File: config.mk
export PLATFORM = sky130hd
export DESIGN_NAME = trapezoid_stepper_profile
export DESIGN_NICKNAME = d
export VERILOG_FILES = /design/src/rtl/core/tsp_pkg.sv /design/src/rtl/core/tsp_mul.sv /design/src/rtl/core/tsp_sqrt.sv /design/src/rtl/core/tsp_div.sv /design/src/rtl/core/trapezoid_stepper_profile.sv
export SDC_FILE = /design/constraint.sdc
export NUM_CORES = 2
export LEC_CHECK = 0
export BUFFER_PORTS_ARGS = -buffer_cell sky130_fd_sc_hd__buf_4
export CAP_MARGIN = 20
export CORE_ASPECT_RATIO = 2
export CORE_MARGIN = 4
export CORE_UTILIZATION = 40
export CTS_CLUSTER_SIZE = 30
export DETAILED_ROUTE_END_ITERATION = 12
export SLEW_MARGIN = 10
export SYNTH_ARGS = -nofsm -noshare
export SYNTH_HDL_FRONTEND = slang
export SYNTH_HIERARCHICAL = 1
export SYNTH_SLANG_ARGS = --single-unit
File: constraint.sdc
create_clock -name i_clk -period 7.5 [get_ports i_clk]
set_input_delay 0.375 -clock i_clk [delete_from_list [all_inputs] [get_ports i_clk]]
set_output_delay 0.375 -clock i_clk [all_outputs]
set_load 0.01 [all_outputs]
File: src/rtl/core/tsp_pkg.sv
`timescale 1ns / 1ps

package tsp_pkg;

    // default fraction bits of the speed word
    localparam int FRAC_BITS_DEF = 8;

    // register reset values
    localparam logic [15:0] VMAX_RST = 16'd1000;
    localparam logic [23:0] ACC_RST  = 24'd500;

    // microseconds per second
    localparam logic [19:0] USEC_PER_SEC = 20'd1000000;

    // serial multiplier operand widths: 2*a times step number
    localparam int MUL_A_W = 25;
    localparam int MUL_B_W = 31;

    // register indexes
    localparam logic REG_MAX_SPEED = 1'b0;
    localparam logic REG_ACCEL     = 1'b1;

    typedef enum logic [1:0] {
        OP_START = 2'd0,
        OP_STEP  = 2'd1,
        OP_STOP  = 2'd2,
        OP_NONE  = 2'd3
    } t_op;

    typedef enum logic [1:0] {
        PH_STOP  = 2'd0,
        PH_ACCEL = 2'd1,
        PH_CRUISE = 2'd2,
        PH_DECEL = 2'd3
    } t_phase;

    typedef enum logic [1:0] {
        DIR_FWD   = 2'd0,
        DIR_BACK  = 2'd1,
        DIR_LEFT  = 2'd2,
        DIR_RIGHT = 2'd3
    } t_dir;

endpackage

File: src/rtl/core/tsp_mul.sv
`timescale 1ns / 1ps

// shift-add multiplier, one multiplier bit per cycle
module tsp_mul #(
    parameter int MA = tsp_pkg::MUL_A_W,
    parameter int MB = tsp_pkg::MUL_B_W
) (
    input  logic             i_clk,
    input  logic             i_rst_n,
    input  logic             i_start,
    input  logic [MA-1:0]    i_a,
    input  logic [MB-1:0]    i_b,
    output logic             o_done,
    output logic [MA+MB-1:0] o_prod
);
    localparam int CW = $clog2(MB + 1);

    logic [MA:0]    r_hi;
    logic [MB-1:0]  r_lo;
    logic [MA-1:0]  r_a;
    logic [CW-1:0]  r_cnt;
    logic           r_busy;
    logic           r_done;

    logic [MA:0]       n_sum;
    logic [MA+MB:0]    n_cat;

    // add the multiplicand under the current bit, then shift right
    always_comb begin
        n_sum = r_hi + (r_lo[0] ? {1'b0, r_a} : '0);
        n_cat = {n_sum, r_lo} >> 1;
    end

    always_ff @(posedge i_clk) begin
        if (!i_rst_n) begin
            r_busy <= 1'b0;
            r_done <= 1'b0;
            r_cnt  <= '0;
        end else begin
            r_done <= 1'b0;
            if (i_start) begin
                r_busy <= 1'b1;
                r_cnt  <= CW'(MB);
                r_hi   <= '0;
                r_lo   <= i_b;
                r_a    <= i_a;
            end else if (r_busy) begin
                r_hi  <= n_cat[MA+MB:MB];
                r_lo  <= n_cat[MB-1:0];
                r_cnt <= r_cnt - CW'(1);
                if (r_cnt == CW'(1)) begin
                    r_busy <= 1'b0;
                    r_done <= 1'b1;
                end
            end
        end
    end

    assign o_done = r_done;
    assign o_prod = {r_hi[MA-1:0], r_lo};

endmodule

File: src/rtl/core/tsp_sqrt.sv
`timescale 1ns / 1ps

// restoring square root, two radicand bits per cycle
module tsp_sqrt #(
    parameter int RW = 16 + tsp_pkg::FRAC_BITS_DEF
) (
    input  logic            i_clk,
    input  logic            i_rst_n,
    input  logic            i_start,
    input  logic [2*RW-1:0] i_rad,
    output logic            o_done,
    output logic [RW-1:0]   o_root
);
    localparam int CW = $clog2(RW + 1);

    logic [2*RW-1:0] r_rad;
    logic [RW:0]     r_rem;
    logic [RW-1:0]   r_root;
    logic [CW-1:0]   r_cnt;
    logic            r_busy;
    logic            r_done;

    logic [RW+2:0] n_sh;
    logic [RW+2:0] n_trial;
    logic [RW+2:0] n_diff;
    logic          n_ge;

    // bring down two bits, try root*4+1
    always_comb begin
        n_sh    = {r_rem, r_rad[2*RW-1 -: 2]};
        n_trial = {1'b0, r_root, 2'b01};
        n_ge    = (n_sh >= n_trial);
        n_diff  = n_sh - n_trial;
    end

    always_ff @(posedge i_clk) begin
        if (!i_rst_n) begin
            r_busy <= 1'b0;
            r_done <= 1'b0;
            r_cnt  <= '0;
        end else begin
            r_done <= 1'b0;
            if (i_start) begin
                r_busy <= 1'b1;
                r_cnt  <= CW'(RW);
                r_rad  <= i_rad;
                r_rem  <= '0;
                r_root <= '0;
            end else if (r_busy) begin
                r_rad  <= r_rad << 2;
                r_rem  <= n_ge ? n_diff[RW:0] : n_sh[RW:0];
                r_root <= {r_root[RW-2:0], n_ge};
                r_cnt  <= r_cnt - CW'(1);
                if (r_cnt == CW'(1)) begin
                    r_busy <= 1'b0;
                    r_done <= 1'b1;
                end
            end
        end
    end

    assign o_done = r_done;
    assign o_root = r_root;

endmodule

File: src/rtl/core/tsp_div.sv
`timescale 1ns / 1ps

// restoring divider, one quotient bit per cycle
module tsp_div #(
    parameter int NW = 33,
    parameter int DW = 25
) (
    input  logic          i_clk,
    input  logic          i_rst_n,
    input  logic          i_start,
    input  logic [NW-1:0] i_num,
    input  logic [DW-1:0] i_den,
    output logic          o_done,
    output logic [NW-1:0] o_quo
);
    localparam int CW = $clog2(NW + 1);

    logic [DW-1:0] r_rem;
    logic [DW-1:0] r_den;
    logic [NW-1:0] r_quo;
    logic [CW-1:0] r_cnt;
    logic          r_busy;
    logic          r_done;

    logic [DW:0] n_sh;
    logic [DW:0] n_diff;
    logic        n_ge;

    // shift in the next dividend bit and try the subtract
    always_comb begin
        n_sh   = {r_rem, r_quo[NW-1]};
        n_ge   = (n_sh >= {1'b0, r_den});
        n_diff = n_sh - {1'b0, r_den};
    end

    always_ff @(posedge i_clk) begin
        if (!i_rst_n) begin
            r_busy <= 1'b0;
            r_done <= 1'b0;
            r_cnt  <= '0;
        end else begin
            r_done <= 1'b0;
            if (i_start) begin
                r_busy <= 1'b1;
                r_cnt  <= CW'(NW);
                r_rem  <= '0;
                r_den  <= i_den;
                r_quo  <= i_num;
            end else if (r_busy) begin
                r_rem <= n_ge ? n_diff[DW-1:0] : n_sh[DW-1:0];
                r_quo <= {r_quo[NW-2:0], n_ge};
                r_cnt <= r_cnt - CW'(1);
                if (r_cnt == CW'(1)) begin
                    r_busy <= 1'b0;
                    r_done <= 1'b1;
                end
            end
        end
    end

    assign o_done = r_done;
    assign o_quo  = r_quo;

endmodule

File: src/rtl/core/trapezoid_stepper_profile.sv
`timescale 1ns / 1ps
// Stop, idle and ignored words pass from idle through S_OUT to the output register.
// Start: serial ramp-length divide in S_RAMP, then S_OUT.
// Ramp step: multiply, root (skipped when capped at max speed), divide, then S_OUT;
// cruise step: divide, then S_OUT. One word in flight; next accepted on return to idle.
// Reset (synchronous, active low): registers to 1000 / 500, motors off, no move.
module trapezoid_stepper_profile #(
    parameter int FRAC_BITS = tsp_pkg::FRAC_BITS_DEF
) (
    input  logic        i_clk,
    input  logic        i_rst_n,
    // configuration
    input  logic        psel,
    input  logic        penable,
    input  logic        pwrite,
    input  logic [2:0]  paddr,
    input  logic [31:0] pwdata,
    output logic [31:0] prdata,
    output logic        pready,
    // input words
    input  logic        i_in_valid,
    output logic        o_in_ready,
    input  logic [1:0]  i_op,
    input  logic [30:0] i_step_total,
    input  logic [1:0]  i_direction,
    // result words
    output logic        o_out_valid,
    input  logic        i_out_ready,
    output logic        o_step_pulse,
    output logic [19:0] o_interval_us,
    output logic [1:0]  o_phase,
    output logic [23:0] o_speed_q8,
    output logic [30:0] o_steps_left,
    output logic        o_left_forward,
    output logic        o_right_forward,
    output logic        o_motors_enabled,
    output logic        o_move_done
);
    localparam int SW = 16 + FRAC_BITS;
    localparam int NW = (20 + FRAC_BITS > 33) ? 20 + FRAC_BITS : 33;
    localparam int DW = (SW > 25) ? SW : 25;
    localparam int MA = tsp_pkg::MUL_A_W;
    localparam int MB = tsp_pkg::MUL_B_W;
    localparam logic [NW-1:0] USEC_NUM = NW'(tsp_pkg::USEC_PER_SEC) << FRAC_BITS;
    localparam logic [SW-1:0] SPEED_ONE = SW'(1) << FRAC_BITS;

    typedef enum logic [2:0] {
        S_IDLE,
        S_RAMP,
        S_MUL,
        S_SQRT,
        S_DIV,
        S_OUT
    } t_state;

    t_state r_state;

    // configuration and move state
    logic [15:0] r_vmax;
    logic [23:0] r_acc;
    logic [31:0] r_vsq;
    logic        r_moving;
    logic [30:0] r_total;
    logic [30:0] r_idx;
    logic [30:0] r_up;
    logic [30:0] r_down;
    logic        r_left_dir;
    logic        r_right_dir;
    logic        r_enabled;

    // word in flight
    logic [30:0]         r_k;
    logic                r_p_pulse;
    tsp_pkg::t_phase     r_p_phase;
    logic [SW-1:0]       r_p_speed;
    logic [19:0]         r_p_interval;
    logic [30:0]         r_p_left;
    logic                r_p_done;

    // unit launch
    logic          r_mul_go;
    logic          r_sqrt_go;
    logic          r_div_go;
    logic [2*SW-1:0] r_rad;
    logic [NW-1:0] r_div_num;
    logic [DW-1:0] r_div_den;

    // output register
    logic        r_o_valid;
    logic        r_o_pulse;
    logic [19:0] r_o_interval;
    logic [1:0]  r_o_phase;
    logic [23:0] r_o_speed;
    logic [30:0] r_o_left;
    logic        r_o_lfwd;
    logic        r_o_rfwd;
    logic        r_o_en;
    logic        r_o_done;

    logic             mul_done;
    logic [MA+MB-1:0] mul_prod;
    logic             sqrt_done;
    logic [SW-1:0]    sqrt_root;
    logic             div_done;
    logic [NW-1:0]    div_quo;

    tsp_mul #(.MA(MA), .MB(MB)) u_mul (
        .i_clk   (i_clk),
        .i_rst_n (i_rst_n),
        .i_start (r_mul_go),
        .i_a     ({r_acc, 1'b0}),
        .i_b     (r_k),
        .o_done  (mul_done),
        .o_prod  (mul_prod)
    );

    tsp_sqrt #(.RW(SW)) u_sqrt (
        .i_clk   (i_clk),
        .i_rst_n (i_rst_n),
        .i_start (r_sqrt_go),
        .i_rad   (r_rad),
        .o_done  (sqrt_done),
        .o_root  (sqrt_root)
    );

    tsp_div #(.NW(NW), .DW(DW)) u_div (
        .i_clk   (i_clk),
        .i_rst_n (i_rst_n),
        .i_start (r_div_go),
        .i_num   (r_div_num),
        .i_den   (r_div_den),
        .o_done  (div_done),
        .o_quo   (div_quo)
    );

    // configuration port
    logic cfg_wr;
    assign cfg_wr = psel && penable && pwrite;
    assign pready = 1'b1;
    assign prdata = (paddr[2] == tsp_pkg::REG_ACCEL) ? {8'd0, r_acc} : {16'd0, r_vmax};

    // step decode from current move state
    logic        in_acc;
    logic        step_in_ramp_up;
    logic        step_in_ramp_dn;
    logic [30:0] step_left;
    logic [SW-1:0] vmax_q;
    logic [32:0] ramp_len;
    logic        ramp_overlap;
    logic [30:0] half_n;

    always_comb begin
        in_acc          = i_in_valid && (r_state == S_IDLE);
        step_in_ramp_up = (r_idx < r_up);
        step_in_ramp_dn = (({1'b0, r_idx} + {1'b0, r_down}) >= {1'b0, r_total});
        step_left       = r_total - r_idx - 31'd1;
        vmax_q          = SW'(r_vmax) << FRAC_BITS;
        ramp_len        = div_quo[32:0];
        ramp_overlap    = ({ramp_len, 1'b0} > {3'd0, r_total});
        half_n          = r_total >> 1;
    end

    always_ff @(posedge i_clk) begin
        if (!i_rst_n) begin
            r_state     <= S_IDLE;
            r_vmax      <= tsp_pkg::VMAX_RST;
            r_acc       <= tsp_pkg::ACC_RST;
            r_vsq       <= {16'd0, tsp_pkg::VMAX_RST} * {16'd0, tsp_pkg::VMAX_RST};
            r_moving    <= 1'b0;
            r_total     <= '0;
            r_idx       <= '0;
            r_up        <= '0;
            r_down      <= '0;
            r_left_dir  <= 1'b0;
            r_right_dir <= 1'b0;
            r_enabled   <= 1'b0;
            r_mul_go    <= 1'b0;
            r_sqrt_go   <= 1'b0;
            r_div_go    <= 1'b0;
            r_o_valid   <= 1'b0;
        end else begin
            r_mul_go  <= 1'b0;
            r_sqrt_go <= 1'b0;
            r_div_go  <= 1'b0;

            // register writes, zero ignored; square of the speed kept alongside
            if (cfg_wr) begin
                if (paddr[2] == tsp_pkg::REG_MAX_SPEED) begin
                    if (pwdata[15:0] != 16'd0) begin
                        r_vmax <= pwdata[15:0];
                        r_vsq  <= {16'd0, pwdata[15:0]} * {16'd0, pwdata[15:0]};
                    end
                end else begin
                    if (pwdata[23:0] != 24'd0) r_acc <= pwdata[23:0];
                end
            end

            if (r_o_valid && i_out_ready && (r_state != S_OUT)) r_o_valid <= 1'b0;

            case (r_state)
                S_IDLE: begin
                    if (in_acc) begin
                        // idle result unless overwritten below
                        r_p_pulse    <= 1'b0;
                        r_p_phase    <= tsp_pkg::PH_STOP;
                        r_p_speed    <= '0;
                        r_p_interval <= '0;
                        r_p_left     <= '0;
                        r_p_done     <= 1'b0;
                        r_state      <= S_OUT;
                        if (i_op == tsp_pkg::OP_START && i_step_total != 31'd0) begin
                            r_left_dir  <= (i_direction == tsp_pkg::DIR_FWD) ||
                                           (i_direction == tsp_pkg::DIR_RIGHT);
                            r_right_dir <= (i_direction == tsp_pkg::DIR_FWD) ||
                                           (i_direction == tsp_pkg::DIR_LEFT);
                            r_enabled   <= 1'b1;
                            r_moving    <= 1'b1;
                            r_total     <= i_step_total;
                            r_idx       <= '0;
                            r_p_left    <= i_step_total;
                            // ramp length = (v^2 + a) / 2a
                            r_div_num   <= NW'({1'b0, r_vsq} + {9'd0, r_acc});
                            r_div_den   <= DW'({r_acc, 1'b0});
                            r_div_go    <= 1'b1;
                            r_state     <= S_RAMP;
                        end else if (i_op == tsp_pkg::OP_STEP && r_moving) begin
                            r_p_pulse <= 1'b1;
                            r_p_left  <= step_left;
                            r_idx     <= r_idx + 31'd1;
                            if (step_left == 31'd0) begin
                                r_moving  <= 1'b0;
                                r_enabled <= 1'b0;
                                r_p_done  <= 1'b1;
                            end
                            if (step_in_ramp_up) begin
                                r_p_phase <= tsp_pkg::PH_ACCEL;
                                r_k       <= r_idx + 31'd1;
                                r_mul_go  <= 1'b1;
                                r_state   <= S_MUL;
                            end else if (step_in_ramp_dn) begin
                                r_p_phase <= tsp_pkg::PH_DECEL;
                                r_k       <= r_total - r_idx;
                                r_mul_go  <= 1'b1;
                                r_state   <= S_MUL;
                            end else begin
                                r_p_phase <= tsp_pkg::PH_CRUISE;
                                r_p_speed <= vmax_q;
                                r_div_num <= USEC_NUM;
                                r_div_den <= DW'(vmax_q);
                                r_div_go  <= 1'b1;
                                r_state   <= S_DIV;
                            end
                        end else if (i_op == tsp_pkg::OP_STOP) begin
                            r_moving  <= 1'b0;
                            r_enabled <= 1'b0;
                            r_p_done  <= 1'b1;
                        end
                    end
                end
                S_RAMP: begin
                    if (div_done) begin
                        if (ramp_overlap) begin
                            r_up   <= half_n;
                            r_down <= r_total - half_n;
                        end else begin
                            r_up   <= ramp_len[30:0];
                            r_down <= ramp_len[30:0];
                        end
                        r_state <= S_OUT;
                    end
                end
                S_MUL: begin
                    if (mul_done) begin
                        if (mul_prod > {24'd0, r_vsq}) begin
                            r_p_speed <= vmax_q;
                            r_div_num <= USEC_NUM;
                            r_div_den <= DW'(vmax_q);
                            r_div_go  <= 1'b1;
                            r_state   <= S_DIV;
                        end else begin
                            r_rad     <= {mul_prod[31:0], {(2*FRAC_BITS){1'b0}}};
                            r_sqrt_go <= 1'b1;
                            r_state   <= S_SQRT;
                        end
                    end
                end
                S_SQRT: begin
                    if (sqrt_done) begin
                        r_p_speed <= (sqrt_root < SPEED_ONE) ? SPEED_ONE : sqrt_root;
                        r_div_num <= USEC_NUM;
                        r_div_den <= DW'((sqrt_root < SPEED_ONE) ? SPEED_ONE : sqrt_root);
                        r_div_go  <= 1'b1;
                        r_state   <= S_DIV;
                    end
                end
                S_DIV: begin
                    if (div_done) begin
                        r_p_interval <= div_quo[19:0];
                        r_state      <= S_OUT;
                    end
                end
                S_OUT: begin
                    if (!r_o_valid || i_out_ready) begin
                        r_o_valid    <= 1'b1;
                        r_o_pulse    <= r_p_pulse;
                        r_o_interval <= r_p_interval;
                        r_o_phase    <= r_p_phase;
                        r_o_speed    <= 24'(r_p_speed);
                        r_o_left     <= r_p_left;
                        r_o_lfwd     <= r_left_dir;
                        r_o_rfwd     <= r_right_dir;
                        r_o_en       <= r_enabled;
                        r_o_done     <= r_p_done;
                        r_state      <= S_IDLE;
                    end
                end
                default: r_state <= S_IDLE;
            endcase
        end
    end

    assign o_in_ready       = (r_state == S_IDLE);
    assign o_out_valid      = r_o_valid;
    assign o_step_pulse     = r_o_pulse;
    assign o_interval_us    = r_o_interval;
    assign o_phase          = r_o_phase;
    assign o_speed_q8       = r_o_speed;
    assign o_steps_left     = r_o_left;
    assign o_left_forward   = r_o_lfwd;
    assign o_right_forward  = r_o_rfwd;
    assign o_motors_enabled = r_o_en;
    assign o_move_done      = r_o_done;

    // a running move always has its drivers enabled
    a_move_enabled: assert property (@(posedge i_clk) disable iff (!i_rst_n)
        r_moving |-> r_enabled)
        else $error("move running with motors disabled");

    // step index stays below the move length while moving
    a_idx_range: assert property (@(posedge i_clk) disable iff (!i_rst_n)
        r_moving |-> (r_idx < r_total))
        else $error("step index past end of move");

    // a finished move reports motors off
    a_done_off: assert property (@(posedge i_clk) disable iff (!i_rst_n)
        (o_out_valid && o_move_done) |-> !o_motors_enabled)
        else $error("done word with motors enabled");

    // every step word carries a nonzero wait
    a_pulse_interval: assert property (@(posedge i_clk) disable iff (!i_rst_n)
        (o_out_valid && o_step_pulse) |-> (o_interval_us != 20'd0))
        else $error("step word with zero interval");

endmodule

==> metrics.md <==
| Metric | Value |
|---|---|
| I/O pin total | `194` |
| R2r startpoint | `r_idx[0]$_SDFFE_PN0P_` |
| Clock Skews | `0.0462 ns` |
| Drt wl/cell | `23.3 um` |
| Worst path arrival time | `6.94 ns` |
| Worst-Skew Late Latency | `0.68 ns` |
| Max-cap violation count | `0` |
| Max clock buf depth | `3` |
| LEAKAGE | `23.8 nW` |
| Post-Syn Area | `0.0520 sq mm` |
| Final period util | `85.5%` |
| Max Slew Vio Count | `0` |
| CTS HTree Levels | `3` |
| Setup CP Type | `in -> reg` |
| First-pass GRT wire length | `250 mm` |
| Worst r2r path cells | `25` |
| Drt pass-1 iters | `7` |
| Crit start category | `input pin` |
| Remaining antenna violation count | `0` |
| Layout cells sized above 1 | `10.5%` |
| CTS tree | `built` |
| Required time worst endpoint | `8.03 ns` |
| Pin count of the biggest net entering global routing | `90` |
| Core ar. | `0.129 sq mm` |
| Reg2Reg Setup Slack | `1.10 ns` |
| CTS Hold Bufs | `38` |
| Yosys warning total | `6` |
| Post-synth top flop | `edfxtp_1` |
| GR Util met3 | `2.58%` |
| Area Overhead vs Synth | `11.5%` |
| Number of fillers in the final layout | `12448` |
| Worst Hold Class | `in -> reg` |
| DP Area | `0.0552 sq mm` |
| Commonest cells after routing, fill and taps aside | `edfxtp_1, inv_1, nand2_1, ha_1, a21oi_1` |
| Chip Height | `518 um` |
| Post-Syn Instances | `5274` |
| Delay-heaviest family, CP | `adder cells` |
| Status | `completed` |
| Maximum vdd drop | `0.000239 V` |
| # rows | `186` |
| Number of synthesized flops with an enable pin | `543` |
| Die Width | `263 um` |
| Starting density of the core | `40.4%` |
| Grt met2 use | `44.7%` |
| Crit-path max cell delay | `0.53 ns` |
| Post-Place Cells | `6995` |
| Final setup vio count | `0` |
| Critical path launch point | `pwdata[8]` |
| CTS clock-pin slew for the worst setup and hold paths | `0.07 ns` |
| Total number of vias | `40267` |
| Number of global-route vias before repair | `41170` |
| Final wirelength | `167 mm` |
| CTS buffer count | `74` |
| Asr flop ratio synth | `0%` |
| Post-CTS Setup Inserts | `0` |
| DRC violations left | `0` |
| Post-synthesis sequential area ratio | `40.0%` |
| PD cells | `288 mW/mm^2` |
| Synth top area cells | `edfxtp_1, ha_1, dfxtp_1` |
| Tot Pwr | `16.7 mW` |
| Seq cells post-synth | `769` |
| Critical R2R Capture | `r_div_den[8]$_DFFE_PP_` |
| Worst Tran Pin Value | `1.04 ns` |
| Slew margin rel. | `30.4%` |
| I/O Buffers | `174` |
| WP depth | `26` |
| Fin area | `0.0580 sq mm` |
| Initial antenna violation count | `5` |
| Detailed Route Iter0 Violations | `2463` |
| Fmax | `156 MHz` |
| Gr busiest metal | `met2` |
| Crit path capture | `r_vsq[28]$_SDFFE_PN0P_` |
| Setup TNS | `0 ns` |
| Area of the die | `0.136 sq mm` |
| Critical Path Fanout Max | `7` |
| Final Hold Vio Count | `0` |
| Crit path top cell by count | `inv_1` |
| Post-synthesis cell type count | `109` |
| Dominant cell type by area after synthesis | `edfxtp_1` |
| Post-CTS sizing | `0` |
| Slowest cell on the critical path | `fa_1` |
| Unrepaired setup endpoints after global routing | `no` |
| Buf+Inv Stages, Crit Path | `8` |
| Fin cells | `7172` |
| CP Capture Type | `register` |
| M1 GR Usage | `23.5%` |
| Fin crit period | `6.42 ns` |
| Placer Congestion | `0.944` |
| Overflow after GRT | `0` |
| Clock Tree Root | `clkbuf_16` |
| Fin nets | `6090` |
| Commonest non-fill, non-tap cell in the layout | `edfxtp_1` |
| Area share of the largest cell type after synthesis | `31.3%` |
| Vias/cell | `5.61` |
| Gr usage total | `23.8%` |
| DP Wirelength | `128 mm` |
| Hold Slack | `0.0673 ns` |
| Clock sink total | `769` |
| Syn Area/Cell | `9.87 sq um` |
==> worst min path at each step <==
stage	startpoint	to	slack, ns	cells after the start
detailed placement	r_p_left[14]$_DFFE_PP_	o_steps_left[14]$_DFFE_PP_	0.40	0
global placement	r_p_left[14]$_DFFE_PP_	o_steps_left[14]$_DFFE_PP_	0.40	0
floorplan	r_p_interval[0]$_SDFFCE_PN0P_	o_interval_us[0]$_DFFE_PP_	0.40	0
finish	i_step_total[0]	r_p_left[0]$_DFFE_PP_	0.07	3
CTS	i_op[1]	r_p_done$_SDFFCE_PP0P_	0.01	2
global route	i_step_total[0]	r_p_left[0]$_DFFE_PP_	0.06	3
==> cells in the mapped netlist, types with 23 or more instances <==
cell	n
o21bai_1	30
xor2_1	65
o211ai_1	37
ha_1	424
xnor2_1	183
a21o_1	151
and2_1	124
a31oi_1	36
mux2_2	133
nor4_1	46
a21oi_1	389
mux2i_1	75
buf_2	24
nand4_1	57
clkbuf_1	166
edfxtp_1	543
nor2_1	365
dfxtp_1	226
a211oi_1	79
fa_1	171
nand2b_1	38
nor3_1	96
and3_1	47
nor2b_1	45
nand2_1	467
nand3_1	116
or3_1	23
inv_1	506
o21ai_0	198
o21a_1	41
==> where the power goes <==
part	total, mW	switching, mW	internal, mW
Clock	3.97	1.76	2.20
Combinational	7.47	4.45	3.03
Sequential	5.28	0.298	4.98
==> cells by family (layout without fill, tap and decap cells) <==
kind of cell	count (synthesis)	after routing	synth area share [%]
other	2	28	0.0144
multiplexers	211	211	4.39
XOR/XNOR	249	249	4.21
flip-flops	769	769	40.0
AO/OA/AOI/OAI	1188	1188	14.8
buffers and inverters	745	925	5.64
AND/OR/NAND/NOR	1515	1515	14.1
adder cells (fa/ha/maj)	595	595	16.8
==> routing by layer <==
| metal | share of wire, % | vias to the layer above |
|---|---|---|
| li1 | - | 18962 |
| met1 | 34 | 19581 |
| met2 | 52 | 1202 |
| met3 | 3.7 | 522 |
| met4 | 10 | 0 |
| met5 | 0 | - |
==> per-stage QoR <==
step	utilization, %	setup slack (ns)
2_1_floorplan	-	0.807
3_3_place_gp	42.8	0.394
3_5_place_dp	42.8	0.387
4_1_cts	45.0	1.12
5_1_grt	45.0	0.729
6_report	45.0	1.08
==> final cells by class <==
cell class	instances	area, sq um	share of cell area (%)
inverters	510	1920	3.30
flip-flops and latches	769	20800	35.9
repair buffers	279	2220	3.82
clock buffers	98	1990	3.43
multi-input cells	3784	28500	49.0
diodes	2	5.00	0.00862
clock inverters	38	493	0.849
well taps	1692	2120	3.65
==> sequential cells by signal, indices dropped and copies added, names as in the netlist, 31 cells and up <==
register and count:
u_sqrt/r_rad 48, r_total 31, r_p_left 31, r_div_num 33, r_k 31, u_mul/r_lo 31, r_down 31, r_up 31
o_steps_left 31, r_idx 31, r_rad 32, u_div/o_quo 33
==> tightest hold or removal path, delay by kind of cell <==
kind                   cells  cell delay (ns)
buffers and inverters      1             0.10
and+or+nand+nor            1             0.05
AOI/OAI and AO/OA          1             0.08
No activity file was read; power rests on OpenSTA's default activity.
